==> src/hdl/sorted_key_table_with_binary_search_assert.svh <==
// ---------------------------------------------------------------------------
// sorted key table assertion macros
// concurrent checks sampled on clk, masked while rst_n is low
// ---------------------------------------------------------------------------
`ifndef SORTED_KEY_TABLE_WITH_BINARY_SEARCH_ASSERT_SVH
`define SORTED_KEY_TABLE_WITH_BINARY_SEARCH_ASSERT_SVH

// antecedent implies consequent in the same cycle
`define SKT_ASSERT_SAME(label, ante, cons, msg) \
  label: assert property (@(posedge clk) disable iff (!rst_n) (ante) |-> (cons)) \
    else $error(msg);

// antecedent implies consequent in the next cycle
`define SKT_ASSERT_NEXT(label, ante, cons, msg) \
  label: assert property (@(posedge clk) disable iff (!rst_n) (ante) |=> (cons)) \
    else $error(msg);

`endif

==> src/hdl/skt_pkg.sv <==
`timescale 1ns / 1ps
// ---------------------------------------------------------------------------
// skt_pkg
// shared constants, codes and control structs of the sorted key table
// ---------------------------------------------------------------------------
package skt_pkg;

  localparam int TABLE_DEPTH = 128;
  localparam int POS_W       = $clog2(TABLE_DEPTH);
  localparam int CNT_W       = $clog2(TABLE_DEPTH + 1);
  localparam int SGN_W       = CNT_W + 1;

  localparam int OP_W   = 2;
  localparam int NUM_W  = 8;
  localparam int KEY_W  = 24;
  localparam int WGT_W  = 32;
  localparam int STAT_W = 2;
  localparam int NC_W   = (NUM_W > CNT_W) ? NUM_W : CNT_W;

  typedef enum logic [OP_W-1:0] {
    OP_CLEAR      = 2'd0,
    OP_INSERT     = 2'd1,
    OP_KEY_LOOKUP = 2'd2,
    OP_NUM_LOOKUP = 2'd3
  } op_t;

  typedef enum logic [STAT_W-1:0] {
    STAT_OK   = 2'd0,
    STAT_MISS = 2'd1,
    STAT_FULL = 2'd2
  } status_t;

  typedef struct packed {
    logic [NUM_W-1:0] number;
    logic [KEY_W-1:0] key;
    logic [WGT_W-1:0] weight;
  } entry_t;

  typedef enum logic [3:0] {
    S_IDLE,
    S_DISPATCH,
    S_UB_PROBE,
    S_UB_CMP,
    S_SHIFT,
    S_MAP,
    S_KS_PROBE,
    S_KS_CMP,
    S_NL_MAP,
    S_NL_ENT,
    S_RESP_OK,
    S_RESP_MISS,
    S_RESP_FULL,
    S_RESP_ENT
  } state_t;

  typedef struct packed {
    logic    accept;
    logic    clear;
    logic    ub_init;
    logic    ub_probe;
    logic    ub_step;
    logic    sh_init;
    logic    sh_step;
    logic    map_init;
    logic    map_step;
    logic    ks_init;
    logic    ks_probe;
    logic    ks_step;
    logic    nl_map_rd;
    logic    nl_ent_rd;
    logic    res_load;
    status_t res_status;
    logic    res_entry;
  } cmd_t;

  typedef struct packed {
    op_t  op;
    logic count_zero;
    logic count_full;
    logic num_bad;
    logic ub_done;
    logic sh_fin;
    logic mp_fin;
    logic ks_eq;
    logic ks_last;
    logic ks_cont;
    logic out_free;
  } sts_t;

endpackage

==> src/hdl/skt_ctrl.sv <==
`timescale 1ns / 1ps
// ---------------------------------------------------------------------------
// skt_ctrl
// operation sequencer: search, shift, map upkeep and result hand-off
// ---------------------------------------------------------------------------
module skt_ctrl (
  input  logic          clk,
  input  logic          rst_n,
  input  logic          in_valid,
  output logic          in_ready,
  input  skt_pkg::sts_t sts,
  output skt_pkg::cmd_t cmd
);
  import skt_pkg::*;

  state_t state_r;
  state_t state_nxt;

  always_ff @(posedge clk) begin
    if (!rst_n) begin
      state_r <= S_IDLE;
    end else begin
      state_r <= state_nxt;
    end
  end

  always_comb begin
    state_nxt = state_r;
    cmd       = '0;
    in_ready  = 1'b0;
    case (state_r)
      S_IDLE: begin
        in_ready   = 1'b1;
        cmd.accept = in_valid;
        if (in_valid) begin
          state_nxt = S_DISPATCH;
        end
      end
      S_DISPATCH: begin
        case (sts.op)
          OP_CLEAR: begin
            cmd.clear = 1'b1;
            state_nxt = S_RESP_OK;
          end
          OP_INSERT: begin
            if (sts.count_full) begin
              state_nxt = S_RESP_FULL;
            end else begin
              cmd.ub_init = 1'b1;
              state_nxt   = S_UB_PROBE;
            end
          end
          OP_KEY_LOOKUP: begin
            if (sts.count_zero) begin
              state_nxt = S_RESP_MISS;
            end else begin
              cmd.ks_init = 1'b1;
              state_nxt   = S_KS_PROBE;
            end
          end
          default: begin
            if (sts.num_bad) begin
              state_nxt = S_RESP_MISS;
            end else begin
              state_nxt = S_NL_MAP;
            end
          end
        endcase
      end
      // upper-bound search for the insert position
      S_UB_PROBE: begin
        if (sts.ub_done) begin
          cmd.sh_init = 1'b1;
          state_nxt   = S_SHIFT;
        end else begin
          cmd.ub_probe = 1'b1;
          state_nxt    = S_UB_CMP;
        end
      end
      S_UB_CMP: begin
        cmd.ub_step = 1'b1;
        state_nxt   = S_UB_PROBE;
      end
      S_SHIFT: begin
        cmd.sh_step = 1'b1;
        if (sts.sh_fin) begin
          cmd.map_init = 1'b1;
          state_nxt    = S_MAP;
        end
      end
      S_MAP: begin
        cmd.map_step = 1'b1;
        if (sts.mp_fin) begin
          state_nxt = S_RESP_OK;
        end
      end
      S_KS_PROBE: begin
        cmd.ks_probe = 1'b1;
        state_nxt    = S_KS_CMP;
      end
      S_KS_CMP: begin
        if (sts.ks_eq) begin
          state_nxt = S_RESP_ENT;
        end else if (sts.ks_last) begin
          state_nxt = S_RESP_MISS;
        end else begin
          cmd.ks_step = 1'b1;
          state_nxt   = sts.ks_cont ? S_KS_PROBE : S_RESP_MISS;
        end
      end
      S_NL_MAP: begin
        cmd.nl_map_rd = 1'b1;
        state_nxt     = S_NL_ENT;
      end
      S_NL_ENT: begin
        cmd.nl_ent_rd = 1'b1;
        state_nxt     = S_RESP_ENT;
      end
      S_RESP_OK, S_RESP_MISS, S_RESP_FULL, S_RESP_ENT: begin
        case (state_r)
          S_RESP_MISS: cmd.res_status = STAT_MISS;
          S_RESP_FULL: cmd.res_status = STAT_FULL;
          default:     cmd.res_status = STAT_OK;
        endcase
        cmd.res_entry = (state_r == S_RESP_ENT);
        if (sts.out_free) begin
          cmd.res_load = 1'b1;
          state_nxt    = S_IDLE;
        end
      end
      default: begin
        state_nxt = S_IDLE;
      end
    endcase
  end

endmodule

==> config.mk <==
export PLATFORM = sky130hd
export DESIGN_NAME = skt_ctrl
export DESIGN_NICKNAME = d
export VERILOG_FILES = /design/src/hdl/sorted_key_table_with_binary_search_assert.svh /design/src/hdl/skt_pkg.sv /design/src/hdl/skt_ctrl.sv
export SDC_FILE = /design/constraint.sdc
export NUM_CORES = 1
export LEC_CHECK = 0
export BUFFER_PORTS_ARGS = -buffer_cell sky130_fd_sc_hd__buf_4
export CAP_MARGIN = 20
export CORE_AREA = 4 4 41 43
export DETAILED_ROUTE_END_ITERATION = 10
export DIE_AREA = 0 0 45 47
export HOLD_SLACK_MARGIN = 0.05
export PLACE_DENSITY_LB_ADDON = 0.1
export SLEW_MARGIN = 0
export SYNTH_ARGS = -nofsm -noshare
export SYNTH_HDL_FRONTEND = slang
export SYNTH_SLANG_ARGS = --single-unit
==> constraint.sdc <==
create_clock -name clk -period 3.7 [get_ports clk]
set_input_delay 0.185 -clock clk [delete_from_list [all_inputs] [get_ports clk]]
set_output_delay 0.185 -clock clk [all_outputs]
set_load 0.1 [all_outputs]
---- Yosys cells after proc, flatten, opt, wreduce, memory -nomap -nowiden ----
Cells that the tools add are included.
cells by class
  equal/unequal tests ..................... 19
  muxes and demuxes ....................... 39
  reductions and logical operators ........ 4
operators by type and width
  cell                                                                    count
  4-bit case mux with 11 select lines                                     1
  4-bit 2-to-1 mux                                                        10
  4-bit equality test (second input constant)                             6
  1-bit 2-to-1 mux                                                        22
  4-bit by 3-bit equality test with 1-bit output (second input constant)  4
  4-bit case mux with 3 select lines                                      1
  4-bit by 2-bit equality test with 1-bit output (second input constant)  2
  2-bit inequality test (second input constant)                           4
  2-bit 2-to-1 mux                                                        3
  4-bit by 1-bit equality test with 1-bit output (second input constant)  1
  4-bit zero test                                                         1
  2-bit case mux with 2 select lines                                      1
  4-bit AND reduction                                                     1
  4-bit OR reduction                                                      1
  3-bit 2-to-1 mux                                                        1
  2-bit by 1-bit equality test with 1-bit output (second input constant)  1
  2-bit equality test (second input constant)                             1
  2-bit zero test                                                         1
word-level totals
  register bits after elaboration ......... 4
  input port bits ......................... 15
  output and inout port bits .............. 19
  logic and storage cells ................. 63

---- Longest topological paths before layout ----
Gate-level depths: netlist of the first run.
  depth after elaboration ................. 4
  depth in mapped cells ................... 7

---- Worst setup path before layout of the first run ----
OpenSTA, ideal clock, no wires.
  kind .................................... register to output
  start point ............................. register state_r[2]
  end point ............................... output cmd[17] in the netlist's numbering
  arrival time ............................ 4.562 ns
  slack ................................... -1.047 ns
  cell stages (with the launch flop) ...... 5
  buffers on the path ..................... 2
  cell sequence ........................... dfxtp_1 > buf_6 > clkbuf_8 > nor4_1 > and2_1
RTL lines
  item                    line            RTL
  from (decl)             skt_ctrl.sv:16  state_t state_r;
  from (signal assigned)  skt_ctrl.sv:23  state_r <= state_nxt;
  to (decl)               skt_ctrl.sv:12  output skt_pkg::cmd_t cmd

==> results of run 1 <==
## path summary, 6_finish.rpt
path / from / end / slack, ns / cells past startpoint
max: state_r[0]$_SDFFE_PN0P_ / cmd[15] / 1.70 / 6
min: sts[8] / state_r[2]$_SDFFE_PN0P_ / 0.28 / 3
max reg2reg: state_r[0]$_SDFFE_PN0P_ / state_r[3]$_SDFFE_PN0P_ / 2.03 / 5
min reg2reg: state_r[2]$_SDFFE_PN0P_ / state_r[2]$_SDFFE_PN0P_ / 0.71 / 2
## stage by stage
step / instance area, µm² / power [µW] / hold slack (ns)
global route: 822 / 678 / 0.312
finish: 822 / 634 / 0.278
floorplan: 579 / 502 / 0.372
CTS: 822 / 635 / 0.285
detailed placement: 800 / 581 / 0.525
global placement: 800 / 580 / 0.519
## metal layers
layer  vias to the layer above  wire, µm
met4                         0         0
met2                        29       720
met5                         -         0
li1                        374         -
met3                         0       148
met1                       329       746
## cell usage in the layout (no fill, tap or decap), types with 2 or more instances in the layout
master / count
o21ai_2: 2
nand2_1: 11
buf_4: 33
o21ai_1: 3
clkbuf_4: 3
nor2_1: 14
dfxtp_1: 4
inv_1: 2
nor4_1: 3
o32ai_1: 2
nor3_1: 4
nor2b_1: 2
nand2b_1: 3
and3_1: 3
a21oi_1: 7
and2_1: 2
## cell type report
class                   instances  area [µm²]  share of cell area [%]
clock buffers                   3        22.5                    2.74
repair buffers                 33         248                    30.1
well taps                      15        18.8                    2.28
multi-input cells              75         445                    54.2
flip-flops and latches          4        80.1                    9.74
inverters                       2        7.51                   0.913
## logic make-up (layout without fill, tap and decap cells)
kind of cell / Yosys count / after routing / synth area share [%]
XOR/XNOR: 1 / 1 / 1.56
flip-flops: 4 / 4 / 14.3
multiplexers: 2 / 2 / 4.01
AO/OA/AOI/OAI: 21 / 21 / 24.7
AND/OR/NAND/NOR: 51 / 51 / 45.9
buffers and inverters: 8 / 38 / 9.58
## critical path, stage by stage, from the launching register on
cell and delay (ns):
dfxtp_1 0.66, and2b_1 0.24, nand2_1 0.11, nor2_1 0.14
nand2_1 0.07, nor2_1 0.08, buf_4 0.29
## power by group
part	switching (µW)	internal, µW
sequential	57.8	57.2
clock	16.4	36.2
combinational	338	129
==> run metrics, run 1 <==
Starting Density between 40 and 50%; Crit path arrival time between 1.5 and 2 ns; max reg flops 4; Starting DRT DRC Count 10; Synth async-reset ratio 0%; Yosys cell types 36; Layout Skew ~0.0050 ns; fin cells roughly 130; Hold-fix buffers, CTS 0; Slew HR between 60 and 70%; Vias 732; total track usage between 15 and 20%; die height 47 µm; Skew-Pair Late Insertion Delay roughly 0.23 ns; initial antenna violation count 0; Bufs on Longest Clock Path 2; # diodes 0; CTS H-Tree Depth 1; total setup buffers inserted after CTS 0; Synth area leader dfxtp_1; number of synthesized flops with an enable pin 0; Largest regs state_r: 4 flops; Crit. End Element output port; yosys warns 0; post-layout util about 63%; input/output buffers 33; hold crit path type in2reg; Antenna Nets Post-Route 0; number of max-cap violations 0; post-synthesis register bit count 4; pre-CTS setup slack 1.94 ns; Die ar. about 2100 µm²; largest fanout on the critical path 17; Root Driver clkbuf_4; Routability Congestion 0.841; # placed instances roughly 130; gr busiest metal met2; synthesized netlist net count ~100; PwrDens just under 800 nW/µm²; Total Nets Final approximately 130; # rows 13; LEAKAGE between 0.0003 and 0.0004 µW; Max Fclk 0.499 GHz; CTS clk-pin slew, worst paths around 0.040 ns; Main synth FF type dfxtp_1; routed len/inst 12.2 µm; Avg Cell Area, Syn ~6.5 µm²; GRT overflow 0; TritonCTS buffer count 3; post-route setup slack between 1.5 and 2 ns; Commonest cells post-synth nor2_1 (14), nand2_1 (11), a21oi_1 (7); Final Max Slew Viols 0; clock sink total 4; CORE AREA approximately 1300 µm²; Slew @ Worst Pin 0.567 ns; Die Wd around 45 µm; total detailed-routing wirelength around 1.6 mm; vias in the first global route approximately 630; first-pass GRT wire length ~2.6 mm; area grow syn2layout 46.3%; # DRC 0; largest net degree at the start of global routing 18; I/O pin count 34; Final Setup Violations 0; Critical Path Start Type flop; post-CTS sizing 0; unrepaired setup endpoints after global routing false; Syn Inst Count 87; fin crit share between 50 and 60%; post-synth top area share 14.3%; met1 Usage GRT 22.0%; CTS tree built; VDD IR max around 0.42 mV; vias per cell approximately 5.5; Setup CP Type reg2out; Mapped Area 562 µm²; top cells by area, synth dfxtp_1 (14%), nor2_1 (9.4%), nand2_1 (7.3%); final hold violations 0; Req. time, crit path between 3 and 4 ns; hpwl dp ~1.3 mm; met3 Usage GRT 3.45%; TritonRoute pass-1 iters 4; status complete, no violations; Tmin final 2.00 ns; Global Route met2 Usage 28.0%; fillers 137; final setup TNS 0 ns; Biggest register state_r; share of layout cells above drive strength 1 between 30 and 40%; sequential fraction of the synthesis area ~14%; most numerous cell in the Yosys netlist nor2_1
(Power assumes the default switching activity.)
==> run 2, diff against run 1 <==
Settings changed: CORE_AREA 4 4 41 43 to unset, CORE_MARGIN set to 4, CORE_UTILIZATION set to 37, DIE_AREA 0 0 45 47 to unset.
Clock period 3.7 ns to 1.8 ns, I/O delays scaled along.
==> run 2 against run 1 <==
Against the previous run:
- first-iteration DRC count rose by 140%
- sequential share of layout area fell by 1.4 points
- hold slack got worse by 0.075 ns
- final cell count rose by 5.3%
- final area rose by 20%
- flip-flop and latch count did not move
- critical path depth fell by 3
==> run metrics, run 2 (synthesized netlist as in run 1, its figures left out) <==
status complete, no violations (unchanged); met3 WL 146 µm (was 148 µm); FF/Latch Area 82.6 µm² (was 80.1 µm²); routed len/inst 12.9 µm (was 12.2 µm); post-layout util 72.1% (was 63.2%); largest net degree at the start of global routing 13 (was 18); Layout Skew 0.00308 ns (was 0.00497 ns); Root Driver clkbuf_4 (unchanged); Biggest register state_r (unchanged); Die Wd 47.0 µm (was 45 µm); # placed instances 136 (was 129); first-pass GRT wire length 2.80 mm (was 2.64 mm); LEAKAGE 0.000423 µW (was 0.000366 µW); GRT overflow 0 (unchanged); Final Setup Violations 0 (unchanged); die height 47.0 µm (was 47 µm); input/output buffers 33 (unchanged); I/O pin count 34 (unchanged); total detailed-routing wirelength 1.80 mm (was 1.62 mm); Antenna Nets Post-Route 0 (unchanged); multi-input logic area 549 µm² (was 445 µm²); unrepaired setup endpoints after global routing false (unchanged); Total Nets Final 141 (was 134); # diodes 0 (unchanged); CP Cell Sequence nand2b_2 > nor4b_4 > buf_4 (was and2b_1 > nand2_1 > nor2_1 > nand2_1 > nor2_1 > buf_4); hold crit path type in2reg (unchanged); CP max-delay cell dfxtp_1 (unchanged); CP max stage delay 0.40 ns (was 0.66 ns); Starting DRT DRC Count 24 (was 10); Bufs on Longest Clock Path 2 (unchanged); Cell Area, Placed 953 µm² (was 800 µm²); Critical Path Start Type flop (unchanged); Tmin final 1.67 ns; final setup TNS 0 ns (unchanged); clock sink total 4 (unchanged); Die ar. 2210 µm² (was 2120 µm²); TritonCTS buffer count 3 (unchanged); WHS 0.203 ns (was 0.278 ns); CTS H-Tree Depth 1 (unchanged); Hold-fix buffers, CTS 0 (unchanged); TritonRoute pass-1 iters 4 (unchanged); Starting Density 41.1% (was 43.2%); Largest regs state_r: 4 flops (unchanged); Routability Congestion 0.839 (was 0.841); # DRC 0 (unchanged); area grow syn2layout 75.3% (was 46.3%); Skew-Pair Late Insertion Delay 0.23 ns (about the same); total setup buffers inserted after CTS 0 (unchanged); DR WL met2 902 µm (was 720 µm); vias per cell 5.50 (was 5.55); Slew @ Worst Pin 0.348 ns (was 0.567 ns); wire length on met1 733 µm (was 746 µm); number of max-cap violations 0 (unchanged); Final Max Slew Viols 0 (unchanged); initial antenna violation count 0 (unchanged); Vias 764 (was 732); CTS tree built (unchanged); Crit. End Element output port (unchanged); final hold violations 0 (unchanged); fin crit share between 90% and 100%; vias in the first global route 698 (was 628); Crit path arrival time 1.58 ns (was 1.82 ns); CORE AREA 1370 µm² (was 1300 µm²); share of layout cells above drive strength 1 53.2% (was 36.8%); Req. time, crit path 1.71 ns (was 3.51 ns); PwrDens 1530 nW/µm² (was 771 nW/µm²); commonest non-fill, non-tap cell in the layout buf_4 (unchanged); max reg flops 4 (unchanged); CTS clk-pin slew, worst paths 0.04 ns (about the same); # rows 13 (unchanged); Max Fclk 0.597 GHz; largest fanout on the critical path 12 (was 17); Setup CP Type reg2out (unchanged); fillers 121 (was 137); VDD IR max 0.906 mV (was 0.424 mV); fin cells 139 (was 132); hpwl dp 1.49 mm (was 1.27 mm); commonest cells after routing, fill and taps aside buf_4 (39), nand2_1 (11), nor2_1 (8) (was buf_4 (33), nor2_1 (14), nand2_1 (11)); Finished Cell Area 985 µm² (was 822 µm²); total track usage 17.4% (was 16.2%); Slew HR 76.8% (was 62.2%); highest metal used met4 (was met3)
[run 2: cell types whose count changed in the layout (fill, tap and decap cells not counted), moves of 2 or more]
cell     delta
buf_4       +6
dfxtp_2     +2
and2_4      +2
nor3_1      -3
nor3_4      +3
and2_1      -2
nor2_1      -6
dfxtp_1     -2
nor4_1      -2
nor4_4      +3
nor2_2      +6
[run 2: timing repair]
| item | in CTS | in global routing |
|---|---|---|
| gates resized for setup | 0 | 4 |
| endpoints found under the setup margin | 0 | 4 |
| hold endpoints to repair | 0 | 0 |
[run 2: layout make-up]
| cell class | count | share of cell area (%) |
|---|---|---|
| clock buffer | 3 | 2.29 |
| inverter | 2 | 0.762 |
| multi-input combinational | 75 | 55.8 |
| sequential | 4 | 8.39 |
| tap | 15 | 1.91 |
| timing repair buffer | 40 | 30.9 |
[run 2: stage by stage]
stage,setup WS (ns),power [µW]
6_report,0.126,1500
5_1_grt,0.0326,1590
4_1_cts,0.0238,1500
3_5_place_dp,0.226,1380
3_3_place_gp,0.276,1370
2_1_floorplan,-0.481,1150
[run 2: layer usage]
layer | up-vias | global-route usage [%]
li1 | 390 | -
met1 | 342 | 22.0
met2 | 30 | 29.8
met3 | 2 | 3.07
met4 | 0 | 5.52
met5 | - | 0
[run 2: path summary, 6_finish.rpt]
path / slack [ns] / from / end / cells past startpoint
setup / recovery: 0.13 / state_r[3]$_SDFFE_PN0P_ / cmd[12] / 3
setup reg to reg: 0.35 / state_r[3]$_SDFFE_PN0P_ / state_r[0]$_SDFFE_PN0P_ / 4
hold / removal: 0.20 / sts[8] / state_r[2]$_SDFFE_PN0P_ / 3
hold reg to reg: 0.65 / state_r[1]$_SDFFE_PN0P_ / state_r[1]$_SDFFE_PN0P_ / 2
[run 2: power by group]
| group | internal, µW | total [µW] | leakage, µW | switching (µW) |
|---|---|---|---|---|
| Clock | 74.7 | 113 | 0.0000138 | 38.3 |
| Sequential | 121 | 189 | 0.0000335 | 67.5 |
| Combinational | 363 | 1200 | 0.000376 | 838 |
| Total | 559 | 1500 | 0.000423 | 944 |
[run 2: critical path, delay by kind of cell, from the launching register on]
family                 cells  cell delay, ns
buffers and inverters      1            0.32
and+or+nand+nor            2            0.62
DFF                        1            0.40
==> run 3, diff against run 2 <==
Settings changed: CORE_AREA set to 4 4 41 43, CORE_MARGIN 4 to unset, CORE_UTILIZATION 37 to unset, DIE_AREA set to 0 0 45 47.
Clock period 1.8 ns to 2.1 ns, I/O delays scaled along.
==> run 3 against run 2 <==
Against the previous run:
- hold slack better by 0.0016 ns
- clock power is 16% lower
- core utilization is 1.8 points lower
- final cell count is 2.2% lower
==> run metrics, run 3 (synthesized netlist as in run 1, its figures left out) <==
post-CTS sizing 0 (unchanged); Root Driver clkbuf_4 (unchanged); # DRC 0 (unchanged); commonest cells after routing, fill and taps aside buf_4 (37), nor2_1 (13), nand2_1 (11) (was buf_4 (39), nand2_1 (11), nor2_1 (8)); Psw 770 µW (was 944 µW); total setup buffers inserted after CTS 0 (unchanged); R2R Path Start state_r[1]$_SDFFE_PN0P_ (was state_r[3]$_SDFFE_PN0P_); Pint 440 µW (was 559 µW); Worst setup startpoint state_r[1]$_SDFFE_PN0P_ (was state_r[3]$_SDFFE_PN0P_); clock sink total 4 (unchanged); Max Fclk 0.545 GHz; Biggest register state_r (unchanged); Bufs on Longest Clock Path 2 (unchanged); Crit path arrival time 1.73 ns (was 1.58 ns); share of power burned in registers 14.2% (was 12.6%); max reg flops 4 (unchanged); Routability Congestion 0.775 (was 0.839); input/output buffers 33 (unchanged); Tmin final ~1.8 ns; fillers 127 (was 121); Final Setup Violations 0 (unchanged); Hold-fix buffers, CTS 0 (unchanged); WHS 0.205 ns (was 0.203 ns); Total Nets Final 138 (was 141); share of layout cells above drive strength 1 44.6% (was 53.2%); hpwl dp 1.47 mm (was 1.49 mm); Cell Area, Placed 892 µm² (was 953 µm²); PwrDens 1320 nW/µm² (was 1530 nW/µm²); CP Cell Sequence nand2b_1 > nor4b_2 > buf_4 (was nand2b_2 > nor4b_4 > buf_4); CP max stage delay 0.56 ns (was 0.40 ns); Skew-Pair Late Insertion Delay 0.24 ns (was 0.23 ns); CORE AREA 1300 µm² (was 1370 µm²); hold crit path type in2reg (unchanged); commonest non-fill, non-tap cell in the layout buf_4 (unchanged); Die Wd 45 µm (was 47.0 µm); routed len/inst 13.0 µm (was 12.9 µm); largest net degree at the start of global routing 11 (was 13); vias per cell 5.48 (was 5.50); GRT overflow 0 (unchanged); CTS H-Tree Depth 1 (unchanged); Vias 745 (was 764); unrepaired setup endpoints after global routing false (unchanged); Antenna Nets Post-Route 0 (unchanged); I/O pin count 34 (unchanged); Logic pwr share 77.9% (was 79.9%); Net Sw Frac 63.7% (was 62.8%); number of max-cap violations 0 (unchanged); final hold violations 0 (unchanged); Starting DRT DRC Count 10 (was 24); Starting Density 43.2% (was 41.1%); total track usage 17.9% (was 17.4%); vias in the first global route 729 (was 698); # rows 13 (unchanged); CTS clk-pin slew, worst paths 0.04 ns (about the same); Critical Path Start Type flop (unchanged); Crit. End Element output port (unchanged); fin crit share 87.4%; first-pass GRT wire length 2.86 mm (was 2.80 mm); total detailed-routing wirelength 1.77 mm (was 1.80 mm); final setup TNS 0 ns (unchanged); Slew @ Worst Pin 0.416 ns (was 0.348 ns); die height 47 µm (was 47.0 µm); Final Max Slew Viols 0 (unchanged); pre-CTS setup slack 0.509 ns (was 0.226 ns); Layout Skew 0.00653 ns (was 0.00308 ns); Req. time, crit path 2.00 ns (was 1.71 ns); # diodes 0 (unchanged); post-route setup slack 0.265 ns (was 0.126 ns); status complete, no violations (unchanged); clock power share 7.9% (was 7.5%); initial antenna violation count 0 (unchanged); TritonCTS buffer count 3 (unchanged); Die ar. 2120 µm² (was 2210 µm²); CTS tree built (unchanged); Tot Pwr 1210 µW (was 1500 µW); Slew HR 72.2% (was 76.8%); hold path start sts[8] (unchanged); Setup CP Type reg2out (unchanged); LEAKAGE 0.000397 µW (was 0.000423 µW); TritonRoute pass-1 iters 4 (unchanged); VDD IR max 0.886 mV (was 0.906 mV); area grow syn2layout 62.8% (was 75.3%); Finished Cell Area 915 µm² (was 985 µm²); largest fanout on the critical path 8 (was 12); Largest regs state_r: 4 flops (unchanged); CP max-delay cell dfxtp_1 (unchanged)
==> run 3: cell types whose count changed in the layout (fill, tap and decap cells not counted), sizes merged <==
cell and change:
buf -3
==> run 3: metrics by stage <==
step	utilization, %	std cells
6_report	70.3	136
5_1_grt	70.3	136
4_1_cts	70.3	136
3_5_place_dp	68.6	133
3_3_place_gp	68.6	133
2_1_floorplan	-	87
==> run 3: power groups by stage <==
stage | Sequential (µW) | Clock, µW | Combinational (µW)
after floorplan | 121 | 0 | 816
after global placement | 169 | 0 | 936
after detailed placement | 170 | 0 | 946
after CTS | 170 | 98.4 | 947
after global routing | 178 | 104 | 1010
final | 172 | 95.0 | 943
==> run 3: path summary, 6_finish.rpt <==
| kind | end | slack [ns] | cells after the start |
|---|---|---|---|
| setup / recovery | cmd[12] | 0.27 | 3 |
| hold / removal | state_r[2]$_SDFFE_PN0P_ | 0.21 | 3 |
| setup reg to reg | state_r[3]$_SDFFE_PN0P_ | 0.53 | 4 |
| hold reg to reg | state_r[2]$_SDFFE_PN0P_ | 0.62 | 2 |
==> run 3: worst max-delay path, delay by kind of cell (launching register included) <==
family | cells | cell delay (ns)
buffers and inverters | 1 | 0.33
DFF | 1 | 0.56
and+or+nand+nor | 2 | 0.61
==> run 3: cell type report <==
| class | instances | area [µm²] | share of cell area (%) |
|---|---|---|---|
| inverter | 2 | 7.51 | 0.821 |
| tap | 15 | 18.8 | 2.05 |
| multi-input combinational | 75 | 508 | 55.5 |
| clock buffer | 3 | 22.5 | 2.46 |
| sequential | 4 | 80.1 | 8.76 |
| timing repair buffer | 37 | 278 | 30.4 |
==> run 3: metal layers <==
| metal | GRT usage (%) | vias to the layer above | share of wire [%] |
|---|---|---|---|
| met5 | 0 | - | 0 |
| met2 | 33.3 | 27 | 51 |
| met3 | 5.75 | 0 | 9.6 |
| met1 | 20.3 | 338 | 39 |
| met4 | 2.92 | 0 | 0 |
| li1 | - | 380 | - |
